$ cat src/rtl/core/fagr_pkg.sv
// Package for the fraction arithmetic block with gcd reduction.
// Holds the operand and result widths, the operation codes and the payload structs.
// No dependencies.
`default_nettype none

package fagr_pkg;

  // Operand width of each fraction field
  localparam int unsigned OPERAND_WIDTH = 16;
  // Result widths
  localparam int unsigned NUM_W = 33;
  localparam int unsigned DEN_W = 32;
  // Product of two operands
  localparam int unsigned PROD_W = 2 * OPERAND_WIDTH;
  // Counter width, holds 0 .. NUM_W
  localparam int unsigned CNT_W = $clog2(NUM_W + 1);

  typedef enum logic [1:0] {
    OP_ADD = 2'd0,
    OP_MUL = 2'd1,
    OP_EQ  = 2'd2,
    OP_INC = 2'd3
  } op_e;

  typedef struct packed {
    op_e                      operation;
    logic [OPERAND_WIDTH-1:0] a_num;
    logic [OPERAND_WIDTH-1:0] a_den;
    logic [OPERAND_WIDTH-1:0] b_num;
    logic [OPERAND_WIDTH-1:0] b_den;
  } in_t;

  typedef struct packed {
    logic [NUM_W-1:0] res_num;
    logic [DEN_W-1:0] res_den;
    logic             equal;
    logic             error;
  } out_t;

endpackage

`default_nettype wire

$ cat src/rtl/core/fraction_arith_gcd_reduce.sv
// Fraction add, multiply, increment and compare, with the result reduced by its gcd.
// One shared multiplier builds the products; one shared subtractor runs gcd and division.
// Depends on fagr_pkg.
//   Flow: a compare is decided in the first multiply step; a zero numerator or zero denominator
//   skips the gcd; other items take 3 multiply steps on the one multiplier, then a binary gcd
//   and two 33-step restoring divisions, both through the one subtractor.
//   Throughput: one item at a time; in_ready_o is high only while the sequencer idles.
//   Reset: rst_ni asynchronous, active low; clears the sequencer and the output valid.
`default_nettype none

module fraction_arith_gcd_reduce (
  input  wire logic           clk_i,
  input  wire logic           rst_ni,
  input  wire logic           in_valid_i,
  output logic                in_ready_o,
  input  wire fagr_pkg::in_t  in_data_i,
  output logic                out_valid_o,
  input  wire logic           out_ready_i,
  output fagr_pkg::out_t      out_data_o
);

  typedef enum logic [2:0] {
    S_IDLE,
    S_MUL,
    S_CHECK,
    S_GCD,
    S_DIV,
    S_OUT
  } state_e;

  state_e                                 state_q;
  logic [1:0]                             step_q;
  fagr_pkg::in_t                          in_q;
  logic [fagr_pkg::NUM_W-1:0]             n_q;
  logic [fagr_pkg::DEN_W-1:0]             d_q;
  logic                                   eq_q;
  logic                                   err_q;
  logic [fagr_pkg::NUM_W-1:0]             u_q;
  logic [fagr_pkg::NUM_W-1:0]             v_q;
  logic [fagr_pkg::CNT_W-1:0]             k_q;
  logic [fagr_pkg::NUM_W-1:0]             g_q;
  logic [fagr_pkg::NUM_W-1:0]             rem_q;
  logic [fagr_pkg::NUM_W-1:0]             quo_q;
  logic [fagr_pkg::CNT_W-1:0]             cnt_q;
  logic                                   den_phase_q;
  fagr_pkg::out_t                         out_q;
  logic                                   out_valid_q;

  logic [fagr_pkg::OPERAND_WIDTH-1:0]     mul_a;
  logic [fagr_pkg::OPERAND_WIDTH-1:0]     mul_b;
  logic [fagr_pkg::PROD_W-1:0]            prod;
  logic [fagr_pkg::NUM_W-1:0]             sub_a;
  logic [fagr_pkg::NUM_W-1:0]             sub_b;
  logic [fagr_pkg::NUM_W:0]               diff;
  logic [fagr_pkg::NUM_W:0]               neg_diff;
  logic                                   ge;
  logic [fagr_pkg::NUM_W-1:0]             shifted;
  logic [fagr_pkg::NUM_W-1:0]             quo_next;
  logic                                   div_last;

  assign in_ready_o  = (state_q == S_IDLE);
  assign out_valid_o = out_valid_q;
  assign out_data_o  = out_q;

  // Select multiplier operands by step
  always_comb begin
    unique case (step_q)
      2'd0: begin
        mul_a = in_q.a_num;
        mul_b = (in_q.operation == fagr_pkg::OP_ADD) ? in_q.b_den : in_q.b_num;
      end
      2'd1: begin
        mul_a = in_q.b_num;
        mul_b = in_q.a_den;
      end
      default: begin
        mul_a = in_q.a_den;
        mul_b = in_q.b_den;
      end
    endcase
  end

  assign prod = fagr_pkg::PROD_W'(mul_a) * fagr_pkg::PROD_W'(mul_b);

  // Shared subtractor: gcd difference or division trial subtract
  assign shifted = {rem_q[fagr_pkg::NUM_W-2:0], quo_q[fagr_pkg::NUM_W-1]};

  always_comb begin
    if (state_q == S_DIV) begin
      sub_a = shifted;
      sub_b = g_q;
    end else begin
      sub_a = u_q;
      sub_b = v_q;
    end
  end

  assign diff     = {1'b0, sub_a} - {1'b0, sub_b};
  assign neg_diff = ~diff + {{fagr_pkg::NUM_W{1'b0}}, 1'b1};
  assign ge       = ~diff[fagr_pkg::NUM_W];
  assign quo_next = {quo_q[fagr_pkg::NUM_W-2:0], ge};
  assign div_last = (cnt_q == fagr_pkg::CNT_W'(fagr_pkg::NUM_W - 1));

  // Sequencer, datapath registers and output register
  always_ff @(posedge clk_i or negedge rst_ni) begin
    if (!rst_ni) begin
      state_q     <= S_IDLE;
      step_q      <= 2'd0;
      in_q        <= '0;
      n_q         <= '0;
      d_q         <= '0;
      eq_q        <= 1'b0;
      err_q       <= 1'b0;
      u_q         <= '0;
      v_q         <= '0;
      k_q         <= '0;
      g_q         <= '0;
      rem_q       <= '0;
      quo_q       <= '0;
      cnt_q       <= '0;
      den_phase_q <= 1'b0;
      out_q       <= '0;
      out_valid_q <= 1'b0;
    end else begin
      // Drop the result once transferred
      if (out_valid_q && out_ready_i) begin
        out_valid_q <= 1'b0;
      end

      unique case (state_q)
        S_IDLE: begin
          if (in_valid_i) begin
            in_q    <= in_data_i;
            step_q  <= 2'd0;
            eq_q    <= 1'b0;
            err_q   <= 1'b0;
            state_q <= S_MUL;
          end
        end

        S_MUL: begin
          unique case (step_q)
            2'd0: begin
              if (in_q.operation == fagr_pkg::OP_EQ) begin
                eq_q    <= (in_q.a_num == in_q.b_num) && (in_q.a_den == in_q.b_den);
                n_q     <= '0;
                d_q     <= '0;
                state_q <= S_OUT;
              end else begin
                n_q    <= fagr_pkg::NUM_W'(prod);
                step_q <= 2'd1;
              end
            end
            2'd1: begin
              if (in_q.operation == fagr_pkg::OP_ADD) begin
                n_q <= n_q + fagr_pkg::NUM_W'(prod);
              end
              step_q <= 2'd2;
            end
            default: begin
              if (in_q.operation == fagr_pkg::OP_INC) begin
                n_q <= fagr_pkg::NUM_W'(in_q.a_num) + fagr_pkg::NUM_W'(in_q.a_den);
                d_q <= fagr_pkg::DEN_W'(in_q.a_den);
              end else begin
                d_q <= fagr_pkg::DEN_W'(prod);
              end
              step_q  <= 2'd0;
              state_q <= S_CHECK;
            end
          endcase
        end

        S_CHECK: begin
          if (d_q == '0) begin
            err_q   <= 1'b1;
            n_q     <= '0;
            state_q <= S_OUT;
          end else if (n_q == '0) begin
            state_q <= S_OUT;
          end else begin
            u_q     <= n_q;
            v_q     <= fagr_pkg::NUM_W'(d_q);
            k_q     <= '0;
            state_q <= S_GCD;
          end
        end

        // Binary gcd: strip common twos, then subtract odd values
        S_GCD: begin
          if (u_q == '0 || v_q == '0) begin
            g_q         <= (u_q | v_q) << k_q;
            rem_q       <= '0;
            quo_q       <= n_q;
            cnt_q       <= '0;
            den_phase_q <= 1'b0;
            state_q     <= S_DIV;
          end else if (!u_q[0] && !v_q[0]) begin
            u_q <= u_q >> 1;
            v_q <= v_q >> 1;
            k_q <= k_q + fagr_pkg::CNT_W'(1);
          end else if (!u_q[0]) begin
            u_q <= u_q >> 1;
          end else if (!v_q[0]) begin
            v_q <= v_q >> 1;
          end else if (ge) begin
            u_q <= diff[fagr_pkg::NUM_W-1:0];
          end else begin
            v_q <= neg_diff[fagr_pkg::NUM_W-1:0];
          end
        end

        // Restoring division, one quotient bit a cycle
        S_DIV: begin
          rem_q <= ge ? diff[fagr_pkg::NUM_W-1:0] : shifted;
          quo_q <= quo_next;
          cnt_q <= cnt_q + fagr_pkg::CNT_W'(1);
          if (div_last) begin
            if (!den_phase_q) begin
              n_q         <= quo_next;
              rem_q       <= '0;
              quo_q       <= fagr_pkg::NUM_W'(d_q);
              cnt_q       <= '0;
              den_phase_q <= 1'b1;
            end else begin
              d_q     <= fagr_pkg::DEN_W'(quo_next);
              state_q <= S_OUT;
            end
          end
        end

        // Hold until the output register is free
        S_OUT: begin
          if (!out_valid_q || out_ready_i) begin
            out_q.res_num <= n_q;
            out_q.res_den <= d_q;
            out_q.equal   <= eq_q;
            out_q.error   <= err_q;
            out_valid_q   <= 1'b1;
            state_q       <= S_IDLE;
          end
        end

        default: begin
          state_q <= S_IDLE;
        end
      endcase
    end
  end

  // An error result carries a zero fraction
  a_err_zero: assert property (@(posedge clk_i) disable iff (!rst_ni)
    out_valid_o && out_data_o.error |-> out_data_o.res_num == '0 && out_data_o.res_den == '0)
    else $error("error result with nonzero fraction");

  // A compare result never flags an error and has a zero numerator
  a_eq_clean: assert property (@(posedge clk_i) disable iff (!rst_ni)
    out_valid_o && out_data_o.equal |-> !out_data_o.error && out_data_o.res_num == '0)
    else $error("compare result mixed with arithmetic result");

  // The gcd loop never sees both values at zero
  a_gcd_live: assert property (@(posedge clk_i) disable iff (!rst_ni)
    state_q == S_GCD |-> (u_q != '0 || v_q != '0))
    else $error("gcd operands both zero");

  // The divisor is never zero
  a_div_nonzero: assert property (@(posedge clk_i) disable iff (!rst_ni)
    state_q == S_DIV |-> g_q != '0)
    else $error("division by zero");

  // A transferred result is not repeated unless a new one is loaded
  a_out_drop: assert property (@(posedge clk_i) disable iff (!rst_ni)
    out_valid_o && out_ready_i && state_q != S_OUT |=> !out_valid_o)
    else $error("result repeated after transfer");

endmodule

`default_nettype wire

$ cat config.mk
export PLATFORM = sky130hd
export DESIGN_NAME = fraction_arith_gcd_reduce
export DESIGN_NICKNAME = d
export VERILOG_FILES = /design/src/rtl/core/fagr_pkg.sv /design/src/rtl/core/fraction_arith_gcd_reduce.sv
export SDC_FILE = /design/constraint.sdc
export NUM_CORES = 2
export LEC_CHECK = 0
export BUFFER_PORTS_ARGS = -buffer_cell sky130_fd_sc_hd__buf_2
export CORE_ASPECT_RATIO = 0.8
export CORE_MARGIN = 4
export CORE_UTILIZATION = 45
export CTS_CLUSTER_DIAMETER = 30
export CTS_CLUSTER_SIZE = 16
export DETAILED_ROUTE_END_ITERATION = 8
export GPL_TIMING_DRIVEN = 0
export PLACE_DENSITY = 0.62
export SLEW_MARGIN = 40
export SYNTH_ARGS = -nofsm -noshare
export SYNTH_HDL_FRONTEND = slang
export SYNTH_SLANG_ARGS = --single-unit
$ cat constraint.sdc
create_clock -name clk_i -period 28.3 [get_ports clk_i]
set_clock_uncertainty 0.2 [all_clocks]
set_input_delay 4.245 -clock clk_i [delete_from_list [all_inputs] [get_ports clk_i]]
set_output_delay 4.245 -clock clk_i [all_outputs]
set_load 0.01 [all_outputs]
==> impl_results.md <==
* Status: finished clean
* Crit-path max FO at 10
* Cell variety after synth at 100
* HPWL Detailed at around 110,000 µm
* TritonCTS clock tree: done
* Top-Level Pins at 139
* Final Setup Violations at 0
* Vias at approximately 34,000
* Post-Syn Area per Cell at about 8.4 µm²
* DIE HEIGHT at 255 µm
* Count of flip-flops with a built-in enable after synthesis at 0
* Commonest non-fill, non-tap cell in the layout: nand2_1
* Sink Count at 383
* Worst Hold Class: flop to flop
* Root buf cell: clkbuf_16
* Max Cap Viol at 0
* Critical Setup Path Class: flop to flop
* Final Hold Vio Count at 0
* Post-Syn Nets at 4,529
* Syn Inst Count at 4,073
* Die area at between 80,000 and 90,000 µm²
* Initial Util at 45.5%
* Final #Nets at 4,767
* CP Launch Point: step_q[0]$_DFFE_PN0P_
* Post-Syn Area at 34,400 µm²
* Worst Tran Pin Value at 1.04 ns
* First-pass GRT wire length at 210,000 µm
* DRT iter0 DRCs at 5,065
* Most frequent cells in the layout: nand2_1 (648), dfrtp_1 (383), nor2_1 (359)
* I/O Buffers at around 140
* Vias in the first global route at between 30,000 and 40,000
* Slew margin rel. at 30.3%
* CTS Buffer Depth at 3
* Crit path buf inv count at 7
* Clk pin slew, worst setup/hold paths at roughly 0.05 ns
* RePlAce Congestion at approximately 1.0
* Crit end category: flop
* DR vias/cell at 6.22
* Cts-stage hold buffer count at 0
* Critical Path Max Stage Delay at 0.72 ns
* Remaining DRCs at 0
* F_max at 0.0786 GHz
* Post-route cell area at ~40,000 µm²
* RSZ-0062 raised after global routing: false
* Avg WL per Cell at between 20 and 30 µm
* Max Slew Vio Count at 0
* Worst-Skew Late Latency at 0.66 ns
* Fraction of layout cells with a size suffix above 1 at approximately an eighth
* Synth Warn # at 0
* Gr usage total at 34.5%
* Sequential area share after synthesis at 27.8%
* TritonCTS Buffers at 92
* Total negative slack at 0 ns
* Total iterations of the first detailed-routing run at 8
* Hold_sp: g_q[8]$_DFFE_PN0P_
* Largest net degree at the start of global routing at 69
* Worst path arrival time at 13.01 ns
* Register bit total from synthesis at 383
* Startpoint Class: flop
* Async set-reset flop share out of synthesis at 100%
* Delay-heaviest family, CP: adder cells
* Most used flip-flop cell after synthesis: dfrtp_1
* Final Critical Period at 12.72 ns
* Layout Cells excl Fill at approximately 5,400
* Placed instance area at 36,700 µm²
* Core area at 75,600 µm²
* Required @ worst endpoint at 28.59 ns
* N_diodes at 0
* Most common cell on crit path: fa_1
* Num rows at 90
* Post-route clock period utilization at 44.9%
* Gr ovfl total at 0
* Routed WL at 142,000 µm
* Slowest-stage cell, CP: o21ai_0
* Post-CTS Setup Bufs at 0
* Die width at 317 µm
* Initial antenna violation count at 4
* DRT antenna net count at 0
* Reg-to-Reg Start: step_q[0]$_DFFE_PN0P_
* Post-Place Cells at 5,229
* H-tree depth at 3
* Post-CTS resize count at 0
* Layout area overhead at 16.3%
* Hold_ws at 0.277 ns
[cell type report]
| class | count | area, µm² |
|---|---|---|
| Clock inverter | 63 | 805 |
| Inverter | 282 | 1070 |
| Timing Repair Buffer | 144 | 866 |
| Multi-Input combinational cell | 3180 | 23100 |
| Buffer | 228 | 903 |
| Clock buffer | 107 | 2460 |
| Sequential cell | 383 | 9580 |
| Tap cell | 1012 | 1270 |
| Fill cell | 7113 | 35500 |
[flip-flops by register name, indices dropped and copies added, names as in the netlist, 2 cells and up]
register	count
rem_q	32
d_q	32
state_q	3
cnt_q	6
quo_q	33
u_q	33
v_q	33
g_q	33
step_q	2
n_q	33
out_data_o	67
in_q	66
k_q	6
[kinds of logic after synthesis]
group	synth area share (%)
simple gates	18.3
mux	7.90
buf+inv	5.67
compound gates	18.1
fa+ha+maj	18.3
xor+xnor	3.79
flops	27.8
[worst reg2reg max path: cells and delay by family (launching register included)]
kind                       cells  cell delay [ns]
AOI/OAI and AO/OA             10             3.67
buffers and inverters          7             2.56
DFF                            1             0.31
and+or+nand+nor                9             1.44
adders and majority gates      8             3.78
muxes                          1             0.20
xor gates and xnor gates       1             0.38
[path summary, 6_finish.rpt]
path / endpoint / slack (ns) / cells after the start
min in group asynchronous: rem_q[24]$_DFFE_PN0P_ / 3.31 / 1
hold reg to reg: g_q[8]$_DFFE_PN0P_ / 0.28 / 2
setup / recovery: n_q[29]$_DFFE_PN0P_ / 15.58 / 36
hold / removal: g_q[8]$_DFFE_PN0P_ / 0.28 / 2
max in group asynchronous: in_q[39]$_DFFE_PN0P_ / 23.20 / 4
setup reg to reg: n_q[29]$_DFFE_PN0P_ / 15.58 / 36
[layer usage]
metal,up-vias,global-route usage [%],routed length [µm]
li1,14700,-,-
met1,16500,56.0,65700
met2,2201,42.3,52000
met3,196,13.4,22000
met4,2,6.61,2590
met5,-,0,13
[through the flow]
| stage | setup WS, ns | util [%] |
|---|---|---|
| 4_1_cts | 15.79 | 52.9 |
| 3_3_place_gp | 14.62 | 48.1 |
| 5_1_grt | 15.11 | 53.0 |
| 6_report | 15.58 | 53.0 |
| 3_5_place_dp | 15.83 | 48.6 |
| 2_1_floorplan | 18.83 | - |
[Yosys cell counts (7+ instances only)]
library cell / count / area [µm²]
nand2_1: 648 / 2430
dfrtp_1: 383 / 9580
nor2_1: 364 / 1370
a21oi_1: 286 / 1430
inv_1: 279 / 1050
o21ai_0: 240 / 1200
clkbuf_1: 202 / 758
fa_1: 197 / 3940
ha_1: 189 / 2360
mux2_2: 140 / 1580
mux2i_1: 113 / 1130
xnor2_1: 79 / 692
nor3_1: 75 / 375
and3_1: 70 / 438
a31oi_1: 68 / 425
xor2_1: 63 / 552
a21o_1: 60 / 450
nor4_1: 43 / 269
nand3_1: 41 / 205
a211oi_1: 40 / 300
o21a_1: 33 / 248
nand2b_1: 32 / 200
a22oi_1: 29 / 218
a221oi_1: 27 / 236
nand4_1: 23 / 144
nor2b_1: 22 / 138
and2_1: 21 / 131
buf_1: 20 / 75.1
o21ai_1: 20 / 100
o221ai_1: 18 / 158
o21bai_1: 14 / 105
o31ai_1: 14 / 105
o211ai_1: 13 / 97.6
or3_1: 13 / 81.3
a221o_1: 11 / 110
a22o_1: 10 / 87.6
or4_1: 10 / 75.1
nor3b_1: 9 / 67.6
or2_2: 9 / 56.3
a211o_1: 8 / 70.1
o22ai_1: 8 / 50.1
a2111oi_0: 7 / 61.3
Power is left out: the tool's default activity adds up to more than one toggle a clock period on the data nets, which glitch-free logic cannot reach.
